$ cat src/hdl/dep_sqrt_cell.sv
`timescale 1ns / 1ps
// ----------------------------------------------------------------------------
// dep_sqrt_cell: one digit of a restoring square root
// Settles one result bit of the horizontal length per cycle when en is high.
// ----------------------------------------------------------------------------
module dep_sqrt_cell #(
	parameter int K = 0,
	parameter int W = 50
) (
	input  logic         clk,
	input  logic         en,
	input  logic [W-1:0] rem_i,
	input  logic [W-1:0] res_i,
	output logic [W-1:0] rem_q,
	output logic [W-1:0] res_q
);
	logic [W-1:0] bit_w;
	logic [W-1:0] trial;
	assign bit_w = W'(1) << (2 * K);
	assign trial = res_i + bit_w;
	always_ff @(posedge clk) begin
		if (en) begin
			if (rem_i >= trial) begin
				rem_q <= rem_i - trial;
				res_q <= (res_i >> 1) + bit_w;
			end else begin
				rem_q <= rem_i;
				res_q <= res_i >> 1;
			end
		end
	end
endmodule

$ cat config.mk
export PLATFORM = sky130hd
export DESIGN_NAME = dep_sqrt_cell
export DESIGN_NICKNAME = d
export VERILOG_FILES = /design/src/hdl/dep_sqrt_cell.sv
export SDC_FILE = /design/constraint.sdc
export NUM_CORES = 1
export LEC_CHECK = 0
export BUFFER_PORTS_ARGS = -buffer_cell sky130_fd_sc_hd__buf_2
export CORE_MARGIN = 1.5
export CORE_UTILIZATION = 60
export CTS_CLUSTER_DIAMETER = 40
export CTS_CLUSTER_SIZE = 8
export DETAILED_ROUTE_END_ITERATION = 16
export PLACE_DENSITY = 0.88
export SLEW_MARGIN = 20
export SYNTH_ARGS = -nofsm -noshare
export SYNTH_HDL_FRONTEND = slang
export SYNTH_SLANG_ARGS = --single-unit
$ cat constraint.sdc
create_clock -name clk -period 13.3 [get_ports clk]
set_input_delay 1.995 -clock clk [delete_from_list [all_inputs] [get_ports clk]]
set_output_delay 1.995 -clock clk [all_outputs]
set_load 0.01 [all_outputs]
; ---- After elaboration in Yosys (flattened, before gate mapping)
; Cells that the tools add are included.
[classes]
addsub = 3
n_lt_le_gt_ge = 1
muxes = 2
[ops]
columns = cell, n
row1 = $add A49 B1 Y50 const B, 1
row2 = $add A50 B1 Y50 const B, 1
row3 = $ge A50 B50 Y1, 1
row4 = $mux W50, 1
row5 = $sub A50 B50 Y50, 1
row6 = $mux W49, 1
[word_totals]
regBits = 100
inputBits = 102

; ---- Longest topological paths before layout
; Gate-level depths: netlist of run 1.
[depth]
word_depth = 3
ltp_mapped = 22
depth_no_buf = 18

; ---- Least setup slack after synthesis of run 1
; OpenSTA, ideal clock, no wires.
[synth_path]
path_kind = input to register
start = input res_i[3]
end = register res_q[15] (data pin)
setup_ps = 258
arrival_time_ps = 6088
required_time_ps = 13042
setup_slack_ps = 6955
path_stages = 20
path_cell_list = clkbuf_1 and3_1 nand3_1 nor3_1 nand3_1 nor2_1 nand3_1 xor2_1 ha_1 buf_4 nand4_4 or4_4 nor4_1 and3_1 nand3_2 a41oi_4 or2_4 buf_4 nand3_2 xnor2_1
[synth_via]
elab_chain_cells = 3
[synth_lines]
columns = item, line_no
row1 = "start, declared", 13  ; input logic [W-1:0] res_i,
row2 = $add A50 B1 Y50, 20  ; assign trial = res_i + bit_w;
row3 = $ge A50 B50 Y1, 23  ; if (rem_i >= trial) begin
row4 = $mux W49 (*), 23
row5 = "end signal, assigned", 25  ; res_q <= (res_i >> 1) + bit_w;
row6 = "end signal, assigned", 28  ; res_q <= res_i >> 1;
row7 = "end, declared", 15  ; output logic [W-1:0] res_q
; Every way passes the cells marked *; elsewhere a longest branch is shown, timed or not.
; A chain may end at the register's enable or synchronous reset.

; ---- Final worst setup path of run 1
[layout_path]
start = input res_i[0]
end = register res_q[39] (data pin)
[layout_via]
elab_chain_cells = 3
[layout_lines]
columns = item, line_no
row1 = $add A50 B1 Y50, 20
row2 = $ge A50 B50 Y1, 23
row3 = $mux W49, 23
; No other way between the ends.

==> results of run 1 <==
-- sequential cells by signal, summed over array words and instances, names as in the netlist --
register	flops
rem_q	50
res_q	50
-- synthesized netlist by cell type, types with 3 or more instances --
master / instances
nand2_1: 141
edfxtp_1: 100
nor3_2: 11
nand3_1: 51
buf_2: 8
a21o_1: 21
a31oi_1: 8
xor2_1: 71
nor3_1: 23
and2_0: 3
a21oi_1: 58
o21a_1: 5
and2_1: 6
nor2b_1: 3
nor4_1: 5
clkbuf_1: 17
xnor2_1: 69
a211oi_1: 5
o311ai_0: 3
o31ai_1: 5
and4_1: 8
or3_1: 4
and3_1: 17
buf_4: 7
ha_1: 52
inv_1: 25
buf_6: 4
o21ai_0: 76
nand4_1: 32
nand2b_1: 5
o21bai_1: 11
nor2_1: 57
-- final cells by class --
| cell class | instances | area (um2) |
|---|---|---|
| Antenna cell | 1 | 2.50 |
| Inverter | 25 | 93.8 |
| Fill cell | 1065 | 4000 |
| Multi-Input combinational cell | 781 | 5100 |
| Timing Repair Buffer | 204 | 1030 |
| Clock buffer | 10 | 229 |
| Sequential cell | 100 | 3000 |
| Clock inverter | 6 | 96.3 |
| Tap cell | 180 | 225 |
-- final timing paths --
check	to	cells after the start
setup / recovery	res_q[39]$_DFFE_PP_	19
hold / removal	rem_q[45]$_DFFE_PP_	3
-- where the power goes --
group          internal, mW  switching (mW)
registers             0.391         0.00977
clock network         0.168           0.128
logic                 0.114           0.188
-- tightest hold or removal path, delay by kind of cell --
kind	cells	cell delay, ns
buffers and inverters	1	0.09
AOI/OAI and AO/OA	1	0.06
and+or+nand+nor	1	0.04
-- through the flow --
stage	hold WS, ns	util [%]	total power [mW]	cell area, um2	std cells
CTS	1.93	71.0	0.994	9780	1306
floorplan	2.11	-	0.598	8410	944
global placement	2.28	68.6	0.699	9450	1290
detailed placement	2.30	68.6	0.703	9450	1290
finish	1.94	71.0	0.999	9780	1307
global route	1.94	71.0	1.04	9780	1306
-- layout by cell type, fill, tap and decap left out, types with 4 or more instances in the layout --
cell type	count
a211oi_1	5
a21o_1	21
a21oi_1	58
a31oi_1	8
and2_1	6
and3_1	17
and4_1	8
buf_2	200
buf_4	4
clkbuf_16	9
edfxtp_1	100
ha_1	52
inv_1	25
nand2_1	141
nand2b_1	5
nand3_1	51
nand4_1	32
nor2_1	57
nor3_1	23
nor3_2	11
nor4_1	5
o21a_1	5
o21ai_0	76
o21bai_1	11
o31ai_1	5
or3_1	4
xnor2_1	69
xor2_1	71
-- logic make-up after synthesis --
logic type | count (synthesis) | synth area share [%]
AO/OA/AOI/OAI | 210 | 15.5
adder cells (fa/ha/maj) | 53 | 7.98
AND/OR/NAND/NOR | 378 | 22.6
buffers and inverters | 63 | 3.63
flip-flops | 100 | 35.7
XOR/XNOR | 140 | 14.6
-- metal layers --
layer	global-route usage, %	routed length (um)
met4	14.6	1050
met2	53.4	11300
met1	45.8	10100
met5	0	0
met3	5.03	2380
==> key figures, run 1 <==
Synth
  • Area leader, netlist: edfxtp_1
  • Top FF cell, synth: edfxtp_1
  • Post-synth EDFFs: 100
  • Synth area leaders: edfxtp_1 (36%), ha_1 (7.7%), xor2_1 (7.4%), xnor2_1 (7.2%), nand2_1 (6.3%)
  • Avg Cell Area, Syn: 8.90 um2
  • Flops & latches, synth: 100
  • Yosys cell types: 58
  • Cells after Synth: 944
  • Synth async-reset ratio: 0%
  • Syn Std Cell Area: 0.00841 mm2
  • Syn. warnings: 0
  • Syn nets: 1099
  • Register area share after synthesis: 35.7%
  • Top cell type's share of synthesized area: 35.7%

CTS
  • Resized cells post-CTS: 0
  • Clock Tree Buf Depth: 2
  • CTS tree: built
  • Post-CTS setup buffer count: 0
  • CTS Buf Count: 9
  • # hold bufs at CTS: 0
  • CTS Root Cell: clkbuf_16
  • Clock Sinks: 100
  • Clock-pin slew on the worst setup and hold paths: 0.08 ns
  • Max H-tree Level: 3

Cells and area
  • Layout cells sized above 1: 21.7%
  • Layout area overhead: 16.3%
  • # nets final: 1276

Routing
  • WL final: 24.8 mm
  • Drt via density: 6.22
  • Detailed-route DRC error count: 0
  • Drt first pass iters: 6
  • Wirelength per Cell: 19.0 um
  • Final antenna-violating net count: 0
  • DR iter-0 viols: 945
  • Via count: 8124

GRT
  • Remaining Overflow, GRT: 0
  • Gr usage total: 33.7%
  • Largest net degree at the start of global routing: 75
  • Initial antenna violation count: 0
  • First-pass GRT wire length: 38.0 mm
  • Vias in the first global route: 7364

Power
  • Pwr dens: 102 mW/mm2
  • Worst IR Drop VDD: 0.0741 mV
  • Leakage Power: 3.94 nW

Timing
  • Worst Max-Slew Pin Slew: 1.02 ns
  • RSZ-0062 raised after global routing: false
  • Fin crit share: 56.1%
  • Setup TNS: 0 ns
  • Final setup viols: 0
  • Highest clock rate: 0.134 GHz
  • Max Transition Viols Final: 0
  • Worst slew margin: 31.1%
  • Final Hold Vio Count: 0
  • Min Tclk post-route: 7.47 ns
  • Final WS setup: 5.83 ns

Floorplanning
  • Initial Util: 61.0%
  • DIE HEIGHT: 121 um
  • Rows: 43
  • Die area: 0.0147 mm2
  • Die W: 121 um
  • I/O Pins: 202
  • Core area: 0.0138 mm2

Critical path
  • CP Launch Point: res_i[0]
  • Slowest cell on crit path: nor3_1
  • Delay of the slowest critical-path stage: 0.59 ns
  • Critical path's top delay family: simple AND/OR/NAND/NOR gates
  • Worst Path Max Fanout: 74
  • Critical path required time: 13.40 ns
  • Critical path arrival: 7.57 ns
  • Cell breakdown of the critical path: buf_2 > ha_1 > nand3_1 > nor3_1 > nand3_1 > nor2_1 > nand3_1 > xor2_1 > ha_1 > nand4_4 > or4_4 > nor4_1 > and3_1 > nand3_2 > a41oi_4 > nor2_4 > buf_4 > nor4_2 > xor2_1
  • Crit. End Element: flip-flop
  • Worst Path Buf+Inv: 2
  • Crit start category: input port
  • Most used cell, CP: nand3_1
  • WS Path Type: input port to flip-flop

Run status
  • Outcome: finished, final reports clean

Placement
  • Final GP Congestion: 0.993
  • I/O Buffers: 201
  • Post-DP HPWL: 19.3 mm
  • Pre-CTS setup slack: 5.64 ns

Job
  • Max cap viols: 0

Worst hold path
  • Hold WC Path Type: input port to flip-flop
  • Hold Path Origin: rem_i[45]
(Power assumes the default switching activity.)
==> inputs of run 2 (changes only) <==
CORE_UTILIZATION = 50   (was 60)
PLACE_DENSITY = 0.78   (was 0.88)
clock period = 6.85 ns   (was 13.3 ns; I/O delays follow)
==> run 2 against run 1 <==
Via count is 1.8% lower. Routed wire length is 1.3% higher. First-iteration DRC count is 33% lower. Hold slack worse by 0.98 ns. Clock-buffer cell count is 1 higher. Highest routed layer is now met5. Critical endpoint is now rem_q[47]$_DFFE_PP_.
==> key figures, run 2 (same netlist as run 1, synthesis figures left out) <==
Run status
  • Outcome: finished, final reports clean

Power
  • Pwr dens: 188 mW/mm2
  • Worst IR Drop VDD: 0.131 mV
  • Leakage Power: 3.94 nW

Cells and area
  • Storage cell area: 0.00300 mm2
  • Commonest non-fill, non-tap cell in the layout: buf_2
  • Filler cells: 1471
  • Layout cells sized above 1: 21.9%
  • Final core occ: 59.4%
  • # nets final: 1282
  • Most frequent cells in the layout: buf_2 (200), nand2_1 (141), edfxtp_1 (100)
  • Largest registers: rem_q (50), res_q (50)
  • Layout area overhead: 16.9%
  • Area of the multi-input gates: 0.00510 mm2

Routing
  • Final antenna-violating net count: 0
  • Via count: 7979
  • Wirelength per Cell: 18.6 um
  • Drt via density: 5.90
  • Drt first pass iters: 5
  • WL final: 25.1 mm
  • DR iter-0 viols: 633
  • Detailed-route DRC error count: 0

Job
  • Max cap viols: 0

Timing
  • Final Hold Vio Count: 0
  • Max Transition Viols Final: 0
  • Worst Max-Slew Pin Slew: 1.03 ns
  • RSZ-0062 raised after global routing: false
  • Final setup viols: 0
  • Setup TNS: 0 ns
  • Final WS setup: 1.16 ns
  • Highest clock rate: 0.176 GHz
  • Worst slew margin: 30.4%
  • Hold slack: 0.958 ns
  • Fin crit share: 83.1%
  • Min Tclk post-route: 5.69 ns

CTS
  • Resized cells post-CTS: 0
  • # hold bufs at CTS: 0
  • Max H-tree Level: 3
  • Clock Sinks: 100
  • CTS Root Cell: clkbuf_16
  • CTS tree: built
  • Post-CTS setup buffer count: 0
  • CTS Buf Count: 9
  • Clock Tree Buf Depth: 2
  • Clock-pin slew on the worst setup and hold paths: 0.07 ns

GRT
  • First-pass GRT wire length: 38.1 mm
  • Largest net degree at the start of global routing: 95
  • Vias in the first global route: 7293
  • Gr usage total: 28.0%
  • Remaining Overflow, GRT: 0
  • Initial antenna violation count: 3

Floorplanning
  • Die W: 133 um
  • Rows: 47
  • DIE HEIGHT: 133 um
  • Core area: 0.0165 mm2
  • Die area: 0.0176 mm2
  • Initial Util: 50.9%
  • I/O Pins: 202

Critical path
  • Cell breakdown of the critical path: buf_2 > and3_1 > nand3_1 > buf_4 > nor3_1 > nand3_1 > nor2_1 > buf_4 > nand3_1 > xor2_1 > ha_1 > nand4_4 > or4_4 > nor4_1 > and3_1 > nand3_2 > a41oi_4 > nor2_4 > buf_12 > and2_0 > a31o_1
  • Critical path required time: 6.97 ns
  • Slowest cell on crit path: or4_4
  • Critical path's top delay family: simple AND/OR/NAND/NOR gates
  • Worst Path Buf+Inv: 4
  • Crit. End Element: flip-flop
  • Most used cell, CP: nand3_1
  • Critical path arrival: 5.81 ns
  • Crit start category: input port
  • Worst Path Max Fanout: 94
  • Delay of the slowest critical-path stage: 0.57 ns
  • WS Path Type: input port to flip-flop

Placement
  • Post-DP HPWL: 19.6 mm
  • Pre-CTS setup slack: 0.844 ns
  • I/O Buffers: 201
  • Final GP Congestion: 0.953

Worst hold path
  • Hold WC Path Type: input port to flip-flop
## run 2: path summary, 6_finish.rpt
check	startpoint	to	cells past startpoint	slack (ns)
setup / recovery	res_i[3]	rem_q[47]$_DFFE_PP_	21	1.16
hold / removal	rem_i[42]	rem_q[42]$_DFFE_PP_	3	0.96
## run 2: per-stage QoR
stage                     std cells  power (mW)  instance area, um2
after floorplan                 944        1.16                8410
after global placement         1336        1.37                9560
after detailed placement       1336        1.37                9560
after CTS                      1351        1.84                9820
after global routing           1353        1.93                9820
final                          1353        1.84                9820
## run 2: final cells by class
cell class	instances	share of cell area, %
sequential	100	30.6
antenna	2	0.0509
tap	220	2.80
multi-input combinational	781	51.9
timing repair buffer	210	11.1
clock inverter	4	0.280
clock buffer	11	2.37
inverter	25	0.955
## run 2: report_power, final
part | internal, mW | switching [mW]
combinational | 0.224 | 0.363
clock | 0.244 | 0.232
sequential | 0.760 | 0.0204
total | 1.23 | 0.615
## run 2: routing by layer
metal  part of all wire (%)  global-route usage (%)
met5                  0.052                       0
met1                     42                    37.7
met3                    8.6                    4.44
met2                     47                    45.4
met4                    2.7                    11.0
