===== src/hdl/dep_pkg.sv =====
`timescale 1ns / 1ps
// ----------------------------------------------------------------------------
// dep_pkg: shared types and constants for the direction to pixel block
// Holds the CORDIC step angle table and the cell data record.
// ----------------------------------------------------------------------------
package dep_pkg;
	localparam int AtanLen = 30;
	localparam int DirW = 16;
	localparam int VecW = 28; // scaled components and square root stay below 2^26
	localparam int WidthW = 14;
	localparam int HeightW = 13;
	localparam int RowW = 12;
	localparam int ColW = 13;
	localparam logic [0:0] RegWidth = 1'b0;
	localparam logic [0:0] RegHeight = 1'b1;

	function automatic logic [31:0] atan_turns(input int i);
		logic [31:0] t;
		begin
			case (i)
				0: t = 32'h20000000;  1: t = 32'h12E4051D;  2: t = 32'h09FB385B;
				3: t = 32'h051111D4;  4: t = 32'h028B0D43;  5: t = 32'h0145D7E1;
				6: t = 32'h00A2F61E;  7: t = 32'h00517C55;  8: t = 32'h0028BE53;
				9: t = 32'h00145F2E;  10: t = 32'h000A2F98; 11: t = 32'h000517CC;
				12: t = 32'h00028BE6; 13: t = 32'h000145F3; 14: t = 32'h0000A2F9;
				15: t = 32'h0000517C; 16: t = 32'h000028BE; 17: t = 32'h0000145F;
				18: t = 32'h00000A2F; 19: t = 32'h00000517; 20: t = 32'h0000028B;
				21: t = 32'h00000145; 22: t = 32'h000000A2; 23: t = 32'h00000051;
				24: t = 32'h00000028; 25: t = 32'h00000014; 26: t = 32'h0000000A;
				27: t = 32'h00000005; 28: t = 32'h00000002; 29: t = 32'h00000001;
				default: t = 32'h0;
			endcase
			return t;
		end
	endfunction

	// step angle rounded half up to ab bits
	function automatic logic [32:0] step_angle(input int i, input int ab);
		logic [32:0] w;
		begin
			w = {atan_turns(i), 1'b0} >> (32 - ab);
			return (w + 33'd1) >> 1;
		end
	endfunction

	// sideband that travels with an item
	typedef struct packed {
		logic             degen;
		logic             zero_vec;
		logic             back;
		logic [WidthW-1:0]  width;
		logic [HeightW-1:0] height;
	} side_t;
endpackage


===== src/hdl/dep_cordic_cell.sv =====
`timescale 1ns / 1ps
// ----------------------------------------------------------------------------
// dep_cordic_cell: one vectoring CORDIC micro-rotation
// Rotates toward the positive first axis and accumulates the angle.
// ----------------------------------------------------------------------------
module dep_cordic_cell #(
	parameter int I = 0,
	parameter int AW = 24,
	parameter int VW = 28
) (
	input  logic                 clk,
	input  logic                 en,
	input  logic signed [VW-1:0] a_i,
	input  logic signed [VW-1:0] b_i,
	input  logic signed [AW:0]   ang_i,
	output logic signed [VW-1:0] a_q,
	output logic signed [VW-1:0] b_q,
	output logic signed [AW:0]   ang_q
);
	import dep_pkg::*;
	localparam logic [32:0] StepW = step_angle(I, AW);
	localparam logic signed [AW:0] Step = (AW + 1)'(StepW);
	always_ff @(posedge clk) begin
		if (en) begin
			if (!b_i[VW-1]) begin
				a_q <= a_i + (b_i >>> I);
				b_q <= b_i - (a_i >>> I);
				ang_q <= ang_i + Step;
			end else begin
				a_q <= a_i - (b_i >>> I);
				b_q <= b_i + (a_i >>> I);
				ang_q <= ang_i - Step;
			end
		end
	end
endmodule


===== config.mk =====
export PLATFORM = sky130hd
export DESIGN_NAME = dep_cordic_cell
export DESIGN_NICKNAME = d
export VERILOG_FILES = /design/src/hdl/dep_pkg.sv /design/src/hdl/dep_cordic_cell.sv
export SDC_FILE = /design/constraint.sdc
export NUM_CORES = 1
export LEC_CHECK = 0
export BUFFER_PORTS_ARGS = -buffer_cell sky130_fd_sc_hd__buf_2
export CORE_UTILIZATION = 53
export DETAILED_ROUTE_END_ITERATION = 10
export PLACE_DENSITY = 0.8
export RECOVER_POWER = 100
export SLEW_MARGIN = 25
export SYNTH_ARGS = -nofsm -noshare
export SYNTH_HDL_FRONTEND = slang
export SYNTH_SLANG_ARGS = --single-unit

===== constraint.sdc =====
create_clock -name clk -period 3.68 [get_ports clk]
set_input_delay 0.368 -clock clk [delete_from_list [all_inputs] [get_ports clk]]
set_output_delay 0.368 -clock clk [all_outputs]
set_load 0.05 [all_outputs]

-- Yosys cells after proc, flatten, opt, wreduce, memory -nomap -nowiden
Cells that the tools add are included.
- add/sub/neg operators: 5
- $mul: 0
- div/mod/pow operators: 0
- magnitude comparators: 0
- equal/unequal tests: 0
- shifts and indexed selects: 0
- muxes and demuxes: 3
- bitwise logic cells: 0
- reduce and logical (&&, ||, !) cells: 0
- operators by type and width (operator ; count):
    two-way mux 28 bit ; 2
    subtractor 28 bit ; 2
    adder 28 bit ; 1
    adder 25 x 23 -> 25 bit (second input constant) ; 1
    two-way mux 25 bit ; 1
    subtractor 25 x 23 -> 25 bit (second input constant) ; 1
- flip-flop bits (word level): 81
- latch bits: 0
- memory bits (writable): 0
- memory bits (read-only): 0
- bits of input ports: 83
- logic and storage cells: 11
- memories kept: 0

-- Logic depth before layout (Yosys ltp)
Gate-level depths: netlist of the first run.
- depth in word-level cells: 2
- gate-level depth with buffers: 12
- depth with buffers taken out: 12

-- Worst setup path after synthesis of the first run
No wires, ideal clock.
- path kind: input port to flip-flop
- start point: input port a_i[2]
- end point: register a_q[26], data pin
- library setup time: 0.256 ns
- data arrival time: 2.507 ns
- data required time: 3.424 ns
- slack: 0.917 ns
- stages: 12
- path buffers: 1
- cell sequence: inv_1 -> ha_1 -> buf_2 -> o21bai_1 -> a211oi_1 -> o211ai_1 -> a211oi_2 -> o211ai_1 -> a311o_1 -> nand2_1 -> a21oi_1 -> a31o_2
- word-level cells in the longest chain between the ends: 2
- elaborated cells between the ends (all ways): 3
- classes of those cells: add/sub (2); mux (1)
- RTL lines (element ; line ; RTL):
    start: declaration ; dep_cordic_cell.sv:13 ; input logic signed [VW-1:0] a_i,
    adder 28 bit or subtractor 28 bit (tied branches) ; dep_cordic_cell.sv:26, dep_cordic_cell.sv:30 ;
    two-way mux 28 bit * ; dep_cordic_cell.sv:25 ; if (!b_i[VW-1]) begin
    end signal: assignment ; dep_cordic_cell.sv:26 ; a_q <= a_i + (b_i >>> I);
    end signal: assignment ; dep_cordic_cell.sv:30 ; a_q <= a_i - (b_i >>> I);
    end: declaration ; dep_cordic_cell.sv:16 ; output logic signed [VW-1:0] a_q,
Every way passes the cells marked *; elsewhere a longest branch is shown, timed or not.
A chain may end at the register's enable or synchronous reset.

-- Worst setup path after layout of the first run
- start point: input port a_i[4]
- end point: register b_q[25], data pin
- word-level cells in the longest chain between the ends: 2
- elaborated cells between the ends (all ways): 3
- classes of those cells: add/sub (2); mux (1)
- RTL lines (element ; line ; RTL):
    subtractor 28 bit or adder 28 bit (tied branches) ; dep_cordic_cell.sv:27, dep_cordic_cell.sv:31 ;
    two-way mux 28 bit * ; dep_cordic_cell.sv:25 ;
    end signal: assignment ; dep_cordic_cell.sv:27 ; b_q <= b_i - (a_i >>> I);
    end signal: assignment ; dep_cordic_cell.sv:31 ; b_q <= b_i + (a_i >>> I);
    end: declaration ; dep_cordic_cell.sv:17 ; output logic signed [VW-1:0] b_q,
Marks and branches as above.

==> qor.csv, run 1 <==
metric;value;unit
kind of critical path;in -> reg;
final instance area;0.00814;mm^2
Worst Path Required;3760;ps
post-synthesis sequential area ratio;34.1;%
via/cell ratio;5.97;
routability cong.;0.976;
fill cell count;1173;
Setup WS pre-CTS;201;ps
cell taking the most area after synthesis;edfxtp_1;
CP Capture Type;flip-flop;
failing checks;capacitance limit, slew limit;
Synth cell types;67;
area growth from synthesis to layout;15.5;%
initial DRC count;922;
Worst IR Drop VDD;0.243;mV
syn nets;945;
Finish-stage setup viols;0;
Post-synth top flop;edfxtp_1;
grt total ovfl;0;
# clock sinks;80;
Mapped Area;0.00705;mm^2
DR WL/cell;17.8;um
Synth top area share;34.1;%
Synth Instances;775;
vias in the first global route;6007;
Max Root-Sink Buffers;2;
Async S/R FF share, synth;0;%
#FFs+latches synth;80;
root buffer cell;clkbuf_16;
first-pass GRT wire length;31100;um
Routed WL;19700;um
Total Routing Usage GR;28.2;%
Starting Density;55.2;%
CTS tree;done;
Ys Warns;0;
MaxCap Viol Count;1;
EDFF count, synth;80;
layout cells sized above 1;12.1;%
Hold Startpoint;ang_i[11];
Setup crit start kind;primary input;
# IOs;164;
RSZ-0062 raised after global routing;no;
postcts setup bufs;0;
CTS buffer count;9;
# diodes;0;
initial antenna violation count;0;
slew margin rel.;-29.1;%
post_cts resized;0;
CORE AREA;0.0128;mm^2
Layout Cells excl Fill;1103;
post-route setup TNS;0;ps
Die Y;117;um
Tmin final;3310;ps
full die area;0.0138;mm^2
clock slew seen by the registers of the worst setup and hold paths;60;ps
PD cells;433;mW/mm^2
die span in x;117;um
CTS Hold Bufs;0;
Tcrit/Tclk final;89.9;%
Achievable Freq;0.302;GHz
max-slew violation count;81;
syn_area_per_cell;9.10;um^2
Critical path origin;a_i[4];
final worst slack;372;ps
worst hold path class;in -> reg;
H-tree Lvls;3;
Hold WS;209;ps
largest net degree at the start of global routing;81;
Post-Place Cells;1087;
I/O Buffers;163;
DRT Pass-1 Iters;6;
Hold Vio Cnt, Final;0;
CP endpoint;b_q[25];
crit path DAT;3390;ps
DRC;0;
Worst Max-Slew Pin Slew;1940;ps
nets@finish;1096;
antenna-violating nets left;0;
FP Rows;41;
top post-synthesis cells by area;edfxtp_1 34%, ha_1 15%, a21oi_1 6.9%;
via count;6581;
Placed Area;0.00803;mm^2
post-DP HPWL;15500;um
crit-path max FO;12;
total leakage power;3.46;nW
outcome;finished with violations;
power breakdown:
part / total [mW] / leakage (nW) / switching, mW / internal, mW
logic: 1.47 / 2.54 / 1.08 / 0.391
registers: 1.23 / 0.783 / 0.0480 / 1.18
clock network: 0.822 / 0.132 / 0.360 / 0.462
how the worst min path moves through the flow:
stage	to	slack [ps]	depth (start not counted)
final	ang_q[11]	210	1
after global routing	ang_q[2]	200	1
after CTS	ang_q[11]	200	1
after detailed placement	ang_q[11]	550	1
after global placement	ang_q[7]	540	1
after floorplan	ang_q[0]	470	0
logic make-up (layout without fill, tap and decap cells):
logic type	Yosys count	in the layout	synth area share [%]
adders and majority gates	87	87	15.9
muxes	20	20	2.86
DFF	80	80	34.1
xor gates and xnor gates	54	54	6.71
AOI/OAI and AO/OA	247	247	22.8
and+or+nand+nor	160	160	10.8
buffers and inverters	127	283	6.96
routing by layer:
metal / wire (um) / track usage, % / part of all wire (%)
met1: 8580 / 40.1 / 44
met2: 8760 / 44.9 / 45
met4: 345 / 7.06 / 1.8
met3: 1990 / 4.47 / 10
met5: 0 / 0 / 0
Yosys cell counts, types with 5 or more instances:
master / number
a211oi_1: 7
inv_1: 87
o211ai_1: 12
a21oi_1: 97
o31ai_1: 5
mux2i_1: 19
nor2_1: 57
edfxtp_1: 80
clkbuf_1: 27
xor2_1: 9
ha_1: 83
nand2b_1: 5
o21ai_0: 51
nor2b_1: 11
xnor2_1: 45
nand4_1: 11
o21bai_1: 19
a21o_1: 7
nand2_1: 34
nor3_1: 15
nand3_1: 6
registers in the layout, indices dropped and copies added, names as in the netlist:
name and count:
a_q 27, b_q 28, ang_q 25
critical path, stage by stage:
cell and delay, ps:
clkbuf_1 130, inv_1 60, ha_1 520, and2b_1 250
a211oi_2 210, o21ai_2 140, a2111oi_4 430, nor2_2 90
a311oi_1 580, o21ai_0 280, a21oi_1 250, xnor2_1 90
cell type report:
cell class / count / area, um^2 / share of cell area, %
multi-input cells: 568 / 4120 / 50.5
flip-flops and latches: 80 / 2400 / 29.5
repair buffers: 176 / 790 / 9.69
inverters: 91 / 342 / 4.19
clock buffers: 9 / 225 / 2.77
well taps: 172 / 215 / 2.64
clock inverters: 7 / 55.1 / 0.676
metrics by stage:
step / utilization [%] / power [mW]
2_1_floorplan: - / 2.33
3_3_place_gp: 62.9 / 2.72
3_5_place_dp: 62.9 / 2.74
4_1_cts: 65.1 / 3.56
5_1_grt: 63.8 / 3.68
6_report: 63.8 / 3.52
layout by cell type (no fill, tap or decap), types with 9 or more instances in the layout:
cell type and instances:
mux2i_1 19, xnor2_1 45, o211ai_1 12, edfxtp_1 80, o21bai_1 19, a21oi_1 97
buf_2 74, inv_1 87, ha_1 83, nor2b_1 11, nor2_1 57, xor2_1 9
nor3_1 15, clkbuf_16 9, o21ai_0 53, clkbuf_1 91, nand4_1 11, nand2_1 34
Power figures use the tool's default switching activity.
==> run 2, diff against run 1 <==
--- a/config.mk
+++ b/config.mk
@@ -10,6 +10,7 @@
 export DETAILED_ROUTE_END_ITERATION = 10
 export PLACE_DENSITY = 0.8
 export RECOVER_POWER = 100
+export REMOVE_ABC_BUFFERS = 1
 export SLEW_MARGIN = 25
 export SYNTH_ARGS = -nofsm -noshare
 export SYNTH_HDL_FRONTEND = slang
==> run 2 against run 1 <==
Against the previous run: the flow still finishes with violations (capacitance limit, slew limit); combinational power hardly changed; final cell count is 0.45% higher; first-iteration DRC count is 11% lower; final area is 1.2% higher.
==> qor.csv, run 2 (synthesis results as in run 1) <==
metric;value;unit
max reg flops;28;
# IOs;164;
via count;6542;
Worst Path Required;3750;ps
CP top delay family;compound AO/OA/AOI/OAI gates;
final instance area;0.00825;mm^2
initial antenna violation count;0;
fill cell count;1150;
post-route setup TNS;0;ps
CORE AREA;0.0128;mm^2
post-layout util;64.6;%
RSZ-0062 raised after global routing;no;
Die Y;117;um
full die area;0.0138;mm^2
Routed WL;19100;um
Seq. cell area;0.00240;mm^2
postcts setup bufs;0;
Worst path max stage delay;970;ps
crit-path max FO;5;
crit path DAT;3450;ps
Max Root-Sink Buffers;2;
Setup crit start kind;primary input;
nets@finish;1101;
die span in x;117;um
routability cong.;1.03;
FP Rows;41;
vias in the first global route;6082;
Worst Max-Slew Pin Slew;1940;ps
MaxCap Viol Count;2;
initial DRC count;823;
CTS Hold Bufs;0;
CTS buffer count;9;
Worst IR Drop VDD;0.247;mV
DRC;0;
outcome;finished with violations;
failing checks;capacitance limit, slew limit;
Starting Density;55.2;%
clock slew seen by the registers of the worst setup and hold paths;70;ps
Top Registers;b_q: 28 flops, a_q: 27 flops, ang_q: 25 flops;
Tmin final;3370;ps
DR WL/cell;17.3;um
kind of critical path;in -> reg;
root buffer cell;clkbuf_16;
max-slew violation count;115;
area growth from synthesis to layout;16.9;%
CTS tree;done;
slew margin rel.;-29.5;%
layout cells sized above 1;12.9;%
post_cts resized;0;
largest register by flop count;b_q;
# diodes;0;
Tcrit/Tclk final;91.7;%
first-pass GRT wire length;30500;um
worst hold path class;in -> reg;
Post-Place Cells;1092;
CP Capture Type;flip-flop;
H-tree Lvls;3;
area of the multi-input gates;0.00412;mm^2
commonest non-fill, non-tap cell in the layout;a21oi_1;
grt total ovfl;0;
antenna-violating nets left;0;
post-DP HPWL;15100;um
Finish-stage setup viols;0;
Placed Area;0.00807;mm^2
Achievable Freq;0.296;GHz
Pwr Total;3.69;mW
CP bufs+invs;2;
Hold Vio Cnt, Final;0;
via/cell ratio;5.90;
I/O Buffers;163;
crit path max-delay cell type;a2111oi_0;
PD cells;447;mW/mm^2
DRT Pass-1 Iters;5;
largest net degree at the start of global routing;81;
cell chain of the critical path;buf_2 > inv_1 > ha_1 > and2b_1 > a211oi_2 > o21ai_2 > a2111oi_0 > o31ai_2 > a41oi_2 > o21a_1 > a221oi_1 > xor2_1;
total leakage power;3.52;nW
Layout Cells excl Fill;1108;
Total Routing Usage GR;27.5;%
most frequent cells in the layout;97 x a21oi_1, 89 x clkbuf_1, 87 x inv_1;
# clock sinks;80;
-- run 2: cell count changes in the layout (fill, tap and decap cells not counted), moves of 2 or more --
cell	delta
buf_2	+3
bufinv_16	+2
clkbuf_1	-2
clkinvlp_4	-2
buf_4	+6
-- run 2: final timing paths --
path | startpoint | end | slack (ps) | cells past startpoint
max | a_i[4] | a_q[27] | 310 | 12
min | ang_i[15] | ang_q[15] | 210 | 1
-- run 2: per-layer routing --
layer / global-route usage (%) / wire, um
met2: 41.6 / 8360
met1: 39.1 / 8410
met4: 10.1 / 409
met5: 0 / 0
met3: 4.86 / 1930
-- run 2: through the flow --
stage / worst slack (ps) / hold WS, ps
2_1_floorplan: 779 / 467
3_3_place_gp: 399 / 544
5_1_grt: 180 / 197
3_5_place_dp: 313 / 546
6_report: 307 / 210
4_1_cts: 649 / 197
-- run 2: cell type report --
class / instances / share of cell area [%]
clock buffer: 9 / 2.73
timing repair buffer: 181 / 10.1
tap: 172 / 2.61
multi-input combinational: 568 / 50.0
clock inverter: 7 / 1.35
sequential: 80 / 29.1
inverter: 91 / 4.14
-- run 2: power by group --
part | switching, mW | total (mW) | internal, mW
sequential | 0.0425 | 1.22 | 1.18
combinational | 1.08 | 1.47 | 0.395
clock | 0.378 | 0.986 | 0.608
total | 1.50 | 3.69 | 2.19
